==> src/rtl/drpbr_pkg.sv <==
`default_nettype none

package drpbr_pkg;

  // Fixed widths of the request and result fields.
  localparam int TIME_BITS     = 48;
  localparam int BANKS         = 16;
  localparam int BANK_BITS     = $clog2(BANKS);
  localparam int INTERVAL_BITS = 20;
  localparam int LIMIT_BITS    = 8;
  localparam int CREDIT_BITS   = 10;
  localparam int CFG_DATA_BITS = 48;

  typedef logic [TIME_BITS-1:0]     stamp_t;
  typedef logic [BANKS-1:0]         bank_mask_t;
  typedef logic [BANK_BITS-1:0]     bank_idx_t;
  typedef logic [INTERVAL_BITS-1:0] interval_t;
  typedef logic [LIMIT_BITS-1:0]    limit_t;
  typedef logic signed [CREDIT_BITS-1:0] credit_t;

  // Reset values of the configuration registers.
  localparam interval_t RST_REFRESH_INTERVAL = interval_t'(3900);
  localparam stamp_t    RST_FIRST_TRIGGER    = stamp_t'(3900);
  localparam limit_t    RST_MAX_POSTPONED    = limit_t'(128);
  localparam limit_t    RST_MAX_PULLED_IN    = limit_t'(128);

  localparam stamp_t     TIME_NEVER = '1;
  localparam bank_mask_t ALL_BANKS  = '1;
  localparam credit_t    CREDIT_MAX = credit_t'(511);
  localparam credit_t    CREDIT_MIN = credit_t'(-512);

  typedef enum logic {
    CMD_EVALUATE = 1'b0,
    CMD_NOTIFY   = 1'b1
  } cmd_t;

  typedef enum logic [2:0] {
    ISSUED_OTHER    = 3'd0,
    ISSUED_REFB     = 3'd1,
    ISSUED_REFA     = 3'd2,
    ISSUED_PD_ENTRY = 3'd3,
    ISSUED_SR_ENTRY = 3'd4,
    ISSUED_PD_EXIT  = 3'd5
  } issued_t;

  typedef enum logic [1:0] {
    NEXT_NONE = 2'd0,
    NEXT_PRE  = 2'd1,
    NEXT_REFB = 2'd2
  } next_cmd_t;

  typedef enum logic [1:0] {
    CFG_REFRESH_INTERVAL = 2'd0,
    CFG_FIRST_TRIGGER    = 2'd1,
    CFG_MAX_POSTPONED    = 2'd2,
    CFG_MAX_PULLED_IN    = 2'd3
  } cfg_index_t;

  typedef struct packed {
    cmd_t       cmd;
    stamp_t     now;
    bank_mask_t bank_idle;
    bank_mask_t bank_open;
    issued_t    issued_cmd;
  } req_t;

  typedef struct packed {
    next_cmd_t next_cmd;
    bank_idx_t bank;
    logic      block_bank;
    logic      interrupt_powerdown;
    stamp_t    wake_time;
  } res_t;

  // Saturating time addition: an overflow means never.
  function automatic stamp_t sat_add(stamp_t a, logic [INTERVAL_BITS:0] b);
    logic [TIME_BITS:0] s;
    begin
      s = {1'b0, a} + {{(TIME_BITS-INTERVAL_BITS){1'b0}}, b};
      sat_add = s[TIME_BITS] ? TIME_NEVER : s[TIME_BITS-1:0];
    end
  endfunction

  // Index of the lowest set bit, zero for an empty mask.
  function automatic bank_idx_t lowest_bit(bank_mask_t m);
    bank_idx_t idx;
    begin
      idx = '0;
      for (int i = BANKS - 1; i >= 0; i--) begin
        if (m[i]) begin
          idx = bank_idx_t'(i);
        end
      end
      lowest_bit = idx;
    end
  endfunction

endpackage

`default_nettype wire

==> src/rtl/drpbr_in_stage.sv <==
`default_nettype none

module drpbr_in_stage (
  input  wire logic           clk,
  input  wire logic           rst,
  input  wire logic           req_valid,
  output logic                req_ready,
  input  wire drpbr_pkg::req_t req,
  output logic                item_valid,
  input  wire logic           item_take,
  output drpbr_pkg::req_t     item
);

  logic valid;

  // The register frees up when it is empty or its request is taken this cycle.
  assign req_ready  = !valid || item_take;
  assign item_valid = valid;

  always_ff @(posedge clk) begin
    if (rst) begin
      valid <= 1'b0;
    end else if (req_ready) begin
      valid <= req_valid;
    end
  end

  always_ff @(posedge clk) begin
    if (req_valid && req_ready) begin
      item <= req;
    end
  end

endmodule

`default_nettype wire

==> src/rtl/drpbr_out_stage.sv <==
`default_nettype none

module drpbr_out_stage (
  input  wire logic           clk,
  input  wire logic           rst,
  input  wire logic           load,
  output logic                load_ready,
  input  wire drpbr_pkg::res_t result,
  output logic                res_valid,
  input  wire logic           res_ready,
  output drpbr_pkg::res_t     res
);

  logic valid;

  // A new result may enter while the held one leaves.
  assign load_ready = !valid || res_ready;
  assign res_valid  = valid;

  always_ff @(posedge clk) begin
    if (rst) begin
      valid <= 1'b0;
    end else if (load_ready) begin
      valid <= load;
    end
  end

  always_ff @(posedge clk) begin
    if (load && load_ready) begin
      res <= result;
    end
  end

endmodule

`default_nettype wire

==> src/rtl/drpbr_core.sv <==
`default_nettype none

module drpbr_core (
  input  wire logic                                  clk,
  input  wire logic                                  rst,
  input  wire logic                                  cfg_we,
  input  wire drpbr_pkg::cfg_index_t                 cfg_index,
  input  wire logic [drpbr_pkg::CFG_DATA_BITS-1:0]   cfg_data,
  input  wire logic                                  fire,
  input  wire drpbr_pkg::req_t                       item,
  output drpbr_pkg::res_t                            result
);

  // Configuration registers.
  drpbr_pkg::interval_t refresh_interval;
  drpbr_pkg::limit_t    max_postponed;
  drpbr_pkg::limit_t    max_pulled_in;

  // Scheduler state.
  drpbr_pkg::stamp_t     next_trigger_time, next_trigger_time_next;
  logic                  pulled_in_mode, pulled_in_mode_next;
  drpbr_pkg::credit_t    credit_count, credit_count_next;
  drpbr_pkg::bank_mask_t remaining_banks, remaining_banks_next;
  drpbr_pkg::bank_idx_t  selected_bank, selected_bank_next;
  logic                  skip_selection, skip_selection_next;
  logic                  sleeping, sleeping_next;

  // Trigger times one and two intervals ahead, and the notify reload time.
  drpbr_pkg::stamp_t     trig_p1;
  drpbr_pkg::stamp_t     trig_p2;
  drpbr_pkg::stamp_t     now_plus;
  logic                  late;
  logic                  forced;
  logic                  busy;
  drpbr_pkg::bank_mask_t cand;
  drpbr_pkg::bank_mask_t rem_cleared;
  drpbr_pkg::credit_t    credit_dec;
  drpbr_pkg::credit_t    pull_limit;

  assign trig_p1  = drpbr_pkg::sat_add(next_trigger_time, {1'b0, refresh_interval});
  assign trig_p2  = drpbr_pkg::sat_add(next_trigger_time, {refresh_interval, 1'b0});
  assign now_plus = drpbr_pkg::sat_add(item.now, {1'b0, refresh_interval});
  assign late     = item.now >= trig_p1;
  assign cand     = remaining_banks & item.bank_idle;
  assign forced   = credit_count == $signed({2'b00, max_postponed});
  assign pull_limit  = drpbr_pkg::credit_t'(0) - $signed({2'b00, max_pulled_in});
  assign rem_cleared = remaining_banks & ~(drpbr_pkg::bank_mask_t'(1) << selected_bank);
  assign credit_dec  = (credit_count != drpbr_pkg::CREDIT_MIN) ?
                       credit_count - drpbr_pkg::credit_t'(1) : credit_count;

  // Per-request decision and state update.
  always_comb begin
    next_trigger_time_next = next_trigger_time;
    pulled_in_mode_next    = pulled_in_mode;
    credit_count_next      = credit_count;
    remaining_banks_next   = remaining_banks;
    selected_bank_next     = selected_bank;
    skip_selection_next    = skip_selection;
    sleeping_next          = sleeping;
    busy                   = 1'b1;
    result.next_cmd            = drpbr_pkg::NEXT_NONE;
    result.block_bank          = 1'b0;
    result.interrupt_powerdown = 1'b0;
    result.wake_time           = next_trigger_time;

    if (item.cmd == drpbr_pkg::CMD_NOTIFY) begin
      unique case (item.issued_cmd)
        drpbr_pkg::ISSUED_REFB: begin
          skip_selection_next  = 1'b0;
          remaining_banks_next = (rem_cleared == '0) ? drpbr_pkg::ALL_BANKS : rem_cleared;
          if (pulled_in_mode) begin
            credit_count_next = credit_dec;
          end else begin
            pulled_in_mode_next = 1'b1;
          end
          if (credit_count_next == pull_limit) begin
            pulled_in_mode_next    = 1'b0;
            next_trigger_time_next = trig_p1;
          end
        end
        drpbr_pkg::ISSUED_REFA: begin
          pulled_in_mode_next    = 1'b0;
          next_trigger_time_next = now_plus;
          sleeping_next          = 1'b0;
        end
        drpbr_pkg::ISSUED_PD_ENTRY: begin
          sleeping_next = 1'b1;
        end
        drpbr_pkg::ISSUED_SR_ENTRY: begin
          sleeping_next          = 1'b1;
          next_trigger_time_next = drpbr_pkg::TIME_NEVER;
        end
        drpbr_pkg::ISSUED_PD_EXIT: begin
          sleeping_next = 1'b0;
        end
        default: begin
        end
      endcase
      result.wake_time = next_trigger_time_next;
    end else if (item.now >= next_trigger_time) begin
      result.interrupt_powerdown = 1'b1;
      result.wake_time           = drpbr_pkg::TIME_NEVER;
      if (!sleeping) begin
        // A whole interval missed: move the trigger on and leave pull-in.
        if (late) begin
          next_trigger_time_next = trig_p1;
          pulled_in_mode_next    = 1'b0;
        end
        if (!pulled_in_mode_next) begin
          if (!skip_selection) begin
            if (remaining_banks != '0) begin
              selected_bank_next = drpbr_pkg::lowest_bit(remaining_banks);
            end
            if (cand != '0) begin
              selected_bank_next = drpbr_pkg::lowest_bit(cand);
              busy               = 1'b0;
            end
          end
          if (busy && !forced) begin
            // Postpone by one interval.
            if (credit_count != drpbr_pkg::CREDIT_MAX) begin
              credit_count_next = credit_count + drpbr_pkg::credit_t'(1);
            end
            next_trigger_time_next = late ? trig_p2 : trig_p1;
            result.wake_time       = next_trigger_time_next;
          end else begin
            result.wake_time = '0;
            if (item.bank_open[selected_bank_next]) begin
              result.next_cmd = drpbr_pkg::NEXT_PRE;
            end else begin
              result.next_cmd = drpbr_pkg::NEXT_REFB;
              if (forced) begin
                result.block_bank   = 1'b1;
                skip_selection_next = 1'b1;
              end
            end
          end
        end else begin
          // Pulled-in mode only goes on while an idle bank is pending.
          if (cand == '0) begin
            pulled_in_mode_next    = 1'b0;
            next_trigger_time_next = trig_p1;
            result.wake_time       = trig_p1;
          end else begin
            selected_bank_next = drpbr_pkg::lowest_bit(cand);
            result.wake_time   = '0;
            result.next_cmd    = item.bank_open[selected_bank_next] ?
                                 drpbr_pkg::NEXT_PRE : drpbr_pkg::NEXT_REFB;
          end
        end
      end
    end
    result.bank = selected_bank_next;
  end

  // Configuration registers.
  always_ff @(posedge clk) begin
    if (rst) begin
      refresh_interval <= drpbr_pkg::RST_REFRESH_INTERVAL;
      max_postponed    <= drpbr_pkg::RST_MAX_POSTPONED;
      max_pulled_in    <= drpbr_pkg::RST_MAX_PULLED_IN;
    end else if (cfg_we) begin
      unique case (cfg_index)
        drpbr_pkg::CFG_REFRESH_INTERVAL: begin
          refresh_interval <= cfg_data[drpbr_pkg::INTERVAL_BITS-1:0];
        end
        drpbr_pkg::CFG_MAX_POSTPONED: begin
          max_postponed <= cfg_data[drpbr_pkg::LIMIT_BITS-1:0];
        end
        drpbr_pkg::CFG_MAX_PULLED_IN: begin
          max_pulled_in <= cfg_data[drpbr_pkg::LIMIT_BITS-1:0];
        end
        default: begin
        end
      endcase
    end
  end

  // State registers; writing the first trigger also reloads the trigger time.
  always_ff @(posedge clk) begin
    if (rst) begin
      next_trigger_time <= drpbr_pkg::RST_FIRST_TRIGGER;
      pulled_in_mode    <= 1'b0;
      credit_count      <= '0;
      remaining_banks   <= drpbr_pkg::ALL_BANKS;
      selected_bank     <= '0;
      skip_selection    <= 1'b0;
      sleeping          <= 1'b0;
    end else if (cfg_we && cfg_index == drpbr_pkg::CFG_FIRST_TRIGGER) begin
      next_trigger_time <= cfg_data[drpbr_pkg::TIME_BITS-1:0];
    end else if (fire) begin
      next_trigger_time <= next_trigger_time_next;
      pulled_in_mode    <= pulled_in_mode_next;
      credit_count      <= credit_count_next;
      remaining_banks   <= remaining_banks_next;
      selected_bank     <= selected_bank_next;
      skip_selection    <= skip_selection_next;
      sleeping          <= sleeping_next;
    end
  end

  // The round mask refills as soon as its last bank is refreshed.
  a_round_not_empty: assert property (@(posedge clk) disable iff (rst)
    remaining_banks != '0)
    else $error("refresh round mask is empty");

  // A command never comes with a wake time.
  a_cmd_no_wake: assert property (@(posedge clk) disable iff (rst)
    fire && result.next_cmd != drpbr_pkg::NEXT_NONE |-> result.wake_time == '0)
    else $error("command issued with nonzero wake time");

  // A forced refresh locks the selection on the bank that it names.
  a_forced_locks: assert property (@(posedge clk) disable iff (rst)
    fire && result.block_bank |=> skip_selection && selected_bank == $past(result.bank))
    else $error("forced refresh did not lock the selected bank");

  // No command is requested while the device sleeps.
  a_sleep_quiet: assert property (@(posedge clk) disable iff (rst)
    fire && sleeping && item.cmd == drpbr_pkg::CMD_EVALUATE
    |-> result.next_cmd == drpbr_pkg::NEXT_NONE)
    else $error("command requested while sleeping");

endmodule

`default_nettype wire

==> src/rtl/dram_per_bank_refresh_scheduler_unit.sv <==
`default_nettype none

// Per-bank DRAM refresh scheduler with postpone and pull-in credits. Each request
// is either an evaluate (time, idle and open bank masks) or a notify of an issued
// command, and gives exactly one result. A request passes an input register,
// combinational decision logic that also updates the scheduler state, and a
// result register, from which the result is presented; one request is taken
// every cycle as long as results are taken. The state update between consecutive
// requests sets that rate. Configuration writes take effect at once and are meant
// for times when no request is in flight.
module dram_per_bank_refresh_scheduler_unit (
  input  wire logic                                clk,
  input  wire logic                                rst,
  input  wire logic                                req_valid,
  output logic                                     req_ready,
  input  wire drpbr_pkg::req_t                     req,
  output logic                                     res_valid,
  input  wire logic                                res_ready,
  output drpbr_pkg::res_t                          res,
  input  wire logic                                cfg_we,
  input  wire drpbr_pkg::cfg_index_t               cfg_index,
  input  wire logic [drpbr_pkg::CFG_DATA_BITS-1:0] cfg_data
);

  logic            item_valid;
  logic            load_ready;
  logic            fire;
  drpbr_pkg::req_t item;
  drpbr_pkg::res_t result;

  // A held request is decided when the result register can take it.
  assign fire = item_valid && load_ready;

  drpbr_in_stage u_in (
    .clk        (clk),
    .rst        (rst),
    .req_valid  (req_valid),
    .req_ready  (req_ready),
    .req        (req),
    .item_valid (item_valid),
    .item_take  (fire),
    .item       (item)
  );

  drpbr_core u_core (
    .clk       (clk),
    .rst       (rst),
    .cfg_we    (cfg_we),
    .cfg_index (cfg_index),
    .cfg_data  (cfg_data),
    .fire      (fire),
    .item      (item),
    .result    (result)
  );

  drpbr_out_stage u_out (
    .clk        (clk),
    .rst        (rst),
    .load       (item_valid),
    .load_ready (load_ready),
    .result     (result),
    .res_valid  (res_valid),
    .res_ready  (res_ready),
    .res        (res)
  );

endmodule

`default_nettype wire

==> config.mk <==
export PLATFORM = sky130hd
export DESIGN_NAME = dram_per_bank_refresh_scheduler_unit
export DESIGN_NICKNAME = d
export VERILOG_FILES = /design/src/rtl/drpbr_pkg.sv /design/src/rtl/drpbr_in_stage.sv /design/src/rtl/drpbr_out_stage.sv /design/src/rtl/drpbr_core.sv /design/src/rtl/dram_per_bank_refresh_scheduler_unit.sv
export SDC_FILE = /design/constraint.sdc
export NUM_CORES = 1
export LEC_CHECK = 0
export BUFFER_PORTS_ARGS = -buffer_cell sky130_fd_sc_hd__buf_2
export CAP_MARGIN = 40
export CELL_PAD_IN_SITES_DETAIL_PLACEMENT = 1
export CELL_PAD_IN_SITES_GLOBAL_PLACEMENT = 2
export CORE_ASPECT_RATIO = 0.7
export CORE_MARGIN = 5
export CORE_UTILIZATION = 39
export DETAILED_ROUTE_END_ITERATION = 7
export PLACE_DENSITY = 0.95
export SLEW_MARGIN = 20
export SYNTH_ARGS = -nofsm -noshare
export SYNTH_HDL_FRONTEND = slang
export SYNTH_SLANG_ARGS = --single-unit
==> constraint.sdc <==
create_clock -name clk -period 14.36 [get_ports clk]
set_input_delay 2.872 -clock clk [delete_from_list [all_inputs] [get_ports clk]]
set_output_delay 2.872 -clock clk [all_outputs]
set_load 0.005 [all_outputs]
==> impl_metrics.py <==
metrics = {
    "setup_path": {
        "cp_data_required_time_ns": 14.88,
        "critical_path_peak_fanout": 23,
        "timing_worst_setup_path_type": "register to register",
        "arrival_ns": 8.39,
        "timing.critical_path.from_type": "register",
        "critical_path.endpoint_type": "register",
    },
    "clocking": {
        "cts_buffers": 30,
        "postCtsSetupBuffers": 0,
        "clk_pin_slew_worst_paths_ns": 0.06,
        "worstSkewPairLatency_ns": 0.63,
        "cts-hold-fix-buffers": 0,
        "root_buffer": "sky130_fd_sc_hd__clkbuf_16",
        "cts_sinks": 259,
        "cts_tree": "done",
        "cts.htree.levels": 1,
        "cts_resized": 0,
        "cts-root-to-sink-buffers": 3,
    },
    "yosys": {
        "ys_async_sr_fraction_pct": 0,
        "synth.distinct_cells": 88,
        "synth_cells": 2893,
        "seq_total_area_yosys_pct": 29.1,
        "synth.top_cells.by_count": "298 x sky130_fd_sc_hd__nand2_1, 289 x sky130_fd_sc_hd__nor2_1, 273 x sky130_fd_sc_hd__o21ai_0",
        "synth_top_area_cell": "sky130_fd_sc_hd__edfxtp_1",
        "postSynth.topFlopCell": "sky130_fd_sc_hd__edfxtp_1",
        "synth_warnings": 0,
        "mappedNetlistNets": 3194,
        "synth_edf_count": 140,
        "synth.top_cells.by_area": "sky130_fd_sc_hd__edfxtp_1 19%, sky130_fd_sc_hd__dfxtp_1 11%, sky130_fd_sc_hd__ha_1 8.8%, sky130_fd_sc_hd__o21ai_0 6.0%, sky130_fd_sc_hd__a21oi_1 5.6%",
        "synth.most_common_cell": "sky130_fd_sc_hd__nand2_1",
        "synthesis.area_mm2": 0.0226,
        "yosysTopAreaCellShare_pct": 18.6,
        "synth.ff_latch_count": 259,
        "postSynthAreaPerCell_um2": 7.82,
    },
    "sta": {
        "setup_ws_ns": 6.50,
        "timing_worst_slew_pin_value_ns": 0.947,
        "period_minus_slack_ns": 7.86,
        "fin_hold_ws_ns": 0.473,
        "rsz0062_at_grt": "false",
        "final.period_utilization_pct": 54.8,
        "final_hold_violations": 0,
        "clock-skew-final_ns": 0.0371,
        "relSlewSlack_pct": 36.6,
        "setup_tns_ns": 0,
        "fmax_mhz": 127,
        "setup_viol": 0,
        "slew_violations": 0,
    },
    "floorplan": {
        "initial_standard_cell_utilization_of_the_core_pct": 39.6,
        "io_pins": 197,
        "floorplan.die_area_mm2": 0.0630,
        "die_x_um": 298,
        "fp.coreArea_mm2": 0.0571,
        "die_height_um": 212,
        "rows": 73,
    },
    "detailed_routing": {
        "route.final.wire_length_um": 117000,
        "firstDrtPassIters": 8,
        "detail-route-antenna-nets": 0,
        "dr.first_iter.drc_count": 3296,
        "wl_per_cell_um": 30.9,
        "vias_per_cell": 6.87,
        "num_vias": 26000,
        "route.detailed.drc": 0,
    },
    "run": {
        "cap_violations": 0,
    },
    "finish": {
        "multiInputGateArea_mm2": 0.0151,
        "area_occupied_by_registers_mm2": 0.00659,
        "flow.area_growth_from_synthesis_pct": 13.7,
        "layout.nets": 3315,
        "layout.filler_cells": 6979,
        "layout-drive-gt1-share_pct": 13.1,
    },
    "power": {
        "total_leakage_power_nw": 9.90,
        "net-switching-power_mw": 1.01,
        "pwr-share-seq_pct": 35.2,
        "worst_ir_drop_vdd_v": 0.0000961,
        "power.internal_mw": 1.61,
        "switching_share_pct": 38.4,
        "power.clock.fraction_pct": 32.6,
        "pwr-share-comb_pct": 32.1,
        "powerDensity_mw_per_mm2": 102,
        "total_power_mw": 2.62,
    },
    "grt": {
        "remaining_global_route_overflow": 0,
        "largest_net_degree_at_the_start_of_global_routing": 63,
        "grt_antenna_before_repair": 7,
        "grt_usage_pct": 35.4,
        "global_route_wire_length_before_repair_um": 172000,
        "first_global_vias": 25900,
    },
    "outcome": {
        "outcome": "complete, no violations",
    },
    "placed_design": {
        "finalWeightedCongestion": 1.01,
        "port_buffers": 196,
        "preCtsSetupSlack_ns": 6.86,
        "dp.final_hpwl_um": 87300,
    },
    "hold_path": {
        "type_of_the_tightest_min_delay_check": "register to register",
    },
}
cell type report:
class / instances / area share, %
Multi-Input combinational cell: 2356 / 58.5
Sequential cell: 259 / 25.6
Timing Repair Buffer: 282 / 6.88
Tap cell: 750 / 3.65
Clock buffer: 35 / 3.03
Inverter: 85 / 1.25
Clock inverter: 21 / 1.04
Antenna cell: 1 / 0.00973
cell families (layout without fill, tap and decap cells):
kind of cell / Yosys count / in the layout / share of synthesized area (%)
compound gates: 1050 / 1050 / 29.9
xor+xnor: 110 / 110 / 4.26
fa+ha+maj: 162 / 162 / 9.06
buf+inv: 278 / 423 / 4.71
flops: 259 / 259 / 29.1
mux: 49 / 49 / 2.23
other cells: 0 / 1 / 0
simple gates: 985 / 985 / 20.8
critical path, cell delays in order, from the launching register on:
cell                        delay [ns]
sky130_fd_sc_hd__dfxtp_1          0.39
sky130_fd_sc_hd__ha_1             0.29
sky130_fd_sc_hd__fa_1             0.43
sky130_fd_sc_hd__a211oi_1         0.35
sky130_fd_sc_hd__o21bai_1         0.17
sky130_fd_sc_hd__a221oi_1         0.34
sky130_fd_sc_hd__buf_4            0.24
sky130_fd_sc_hd__or3_1            0.25
sky130_fd_sc_hd__a21o_1           0.66
sky130_fd_sc_hd__nand3_1          0.14
sky130_fd_sc_hd__o21ai_0          0.22
sky130_fd_sc_hd__ha_1             0.34
sky130_fd_sc_hd__a21oi_1          0.13
sky130_fd_sc_hd__o21ai_0          0.21
sky130_fd_sc_hd__a2111oi_0        0.43
sky130_fd_sc_hd__o221ai_1         0.27
sky130_fd_sc_hd__o2111ai_1        0.71
sky130_fd_sc_hd__a21oi_1          0.31
sky130_fd_sc_hd__buf_4            0.27
sky130_fd_sc_hd__or2_2            0.41
sky130_fd_sc_hd__buf_12           0.23
sky130_fd_sc_hd__nor2_1           0.22
sky130_fd_sc_hd__buf_4            0.31
sky130_fd_sc_hd__a31oi_1          0.19
sky130_fd_sc_hd__a31oi_1          0.23
sequential cells by signal, summed over array words and instances (netlist names), 4 cells and up:
signal and count:
u_core.next_trigger_time 48, u_core.remaining_banks 16, u_core.max_postponed 8, u_out.res 56
u_core.max_pulled_in 8, u_core.credit_count 10, u_core.refresh_interval 20, u_core.selected_bank 4
u_in.item 84
layout by cell type, fill, tap and decap left out, drive strengths merged, types with 39 or more instances in the layout:
cell | netlist | final
nand2 | 298 | 298
nor2 | 290 | 290
o21ai | 277 | 277
buf | 17 | 277
a21oi | 255 | 255
ha | 159 | 159
edfxtp | 140 | 140
dfxtp | 119 | 119
inv | 82 | 84
nand3 | 79 | 79
xnor2 | 71 | 71
o211ai | 63 | 63
a31oi | 63 | 63
nor3 | 56 | 56
a21o | 52 | 52
nand4 | 44 | 44
a211oi | 41 | 41
xor2 | 39 | 39
metrics by stage:
stage	cell area, um^2	utilization [%]	instances
4_1_cts	25700	45.0	3782
3_5_place_dp	24600	43.1	3726
2_1_floorplan	22600	-	2893
6_report	25700	45.0	3789
5_1_grt	25700	45.0	3788
3_3_place_gp	24300	42.6	3703
routing by layer:
| metal | wire [um] | GRT usage, % | share of wire, % | vias to the layer above |
|---|---|---|---|---|
| met5 | 48 | 0 | 0.041 | - |
| met2 | 48100 | 52.8 | 41 | 1666 |
| met3 | 14700 | 10.0 | 13 | 349 |
| met1 | 49500 | 49.6 | 42 | 12900 |
| met4 | 4880 | 11.7 | 4.2 | 8 |
| li1 | - | - | - | 11200 |
worst paths after layout:
| check | depth (start not counted) | slack [ns] | start | end |
|---|---|---|---|---|
| setup reg to reg | 24 | 6.50 | u_core.next_trigger_time[0] | u_core.next_trigger_time[37] |
| hold reg to reg | 2 | 0.47 | u_core.max_postponed[5] | u_core.max_postponed[5] |
| setup / recovery | 24 | 6.50 | u_core.next_trigger_time[0] | u_core.next_trigger_time[37] |
| hold / removal | 2 | 0.47 | u_core.max_postponed[5] | u_core.max_postponed[5] |
power by group through the flow:
stage	sequential [mW]	combinational (mW)	clock [mW]
after global routing	0.926	0.897	0.894
after detailed placement	0.933	0.804	0
after global placement	0.931	0.761	0
final	0.923	0.842	0.853
after floorplan	0.887	0.522	0
after CTS	0.918	0.809	0.862
Power figures use the tool's default switching activity.
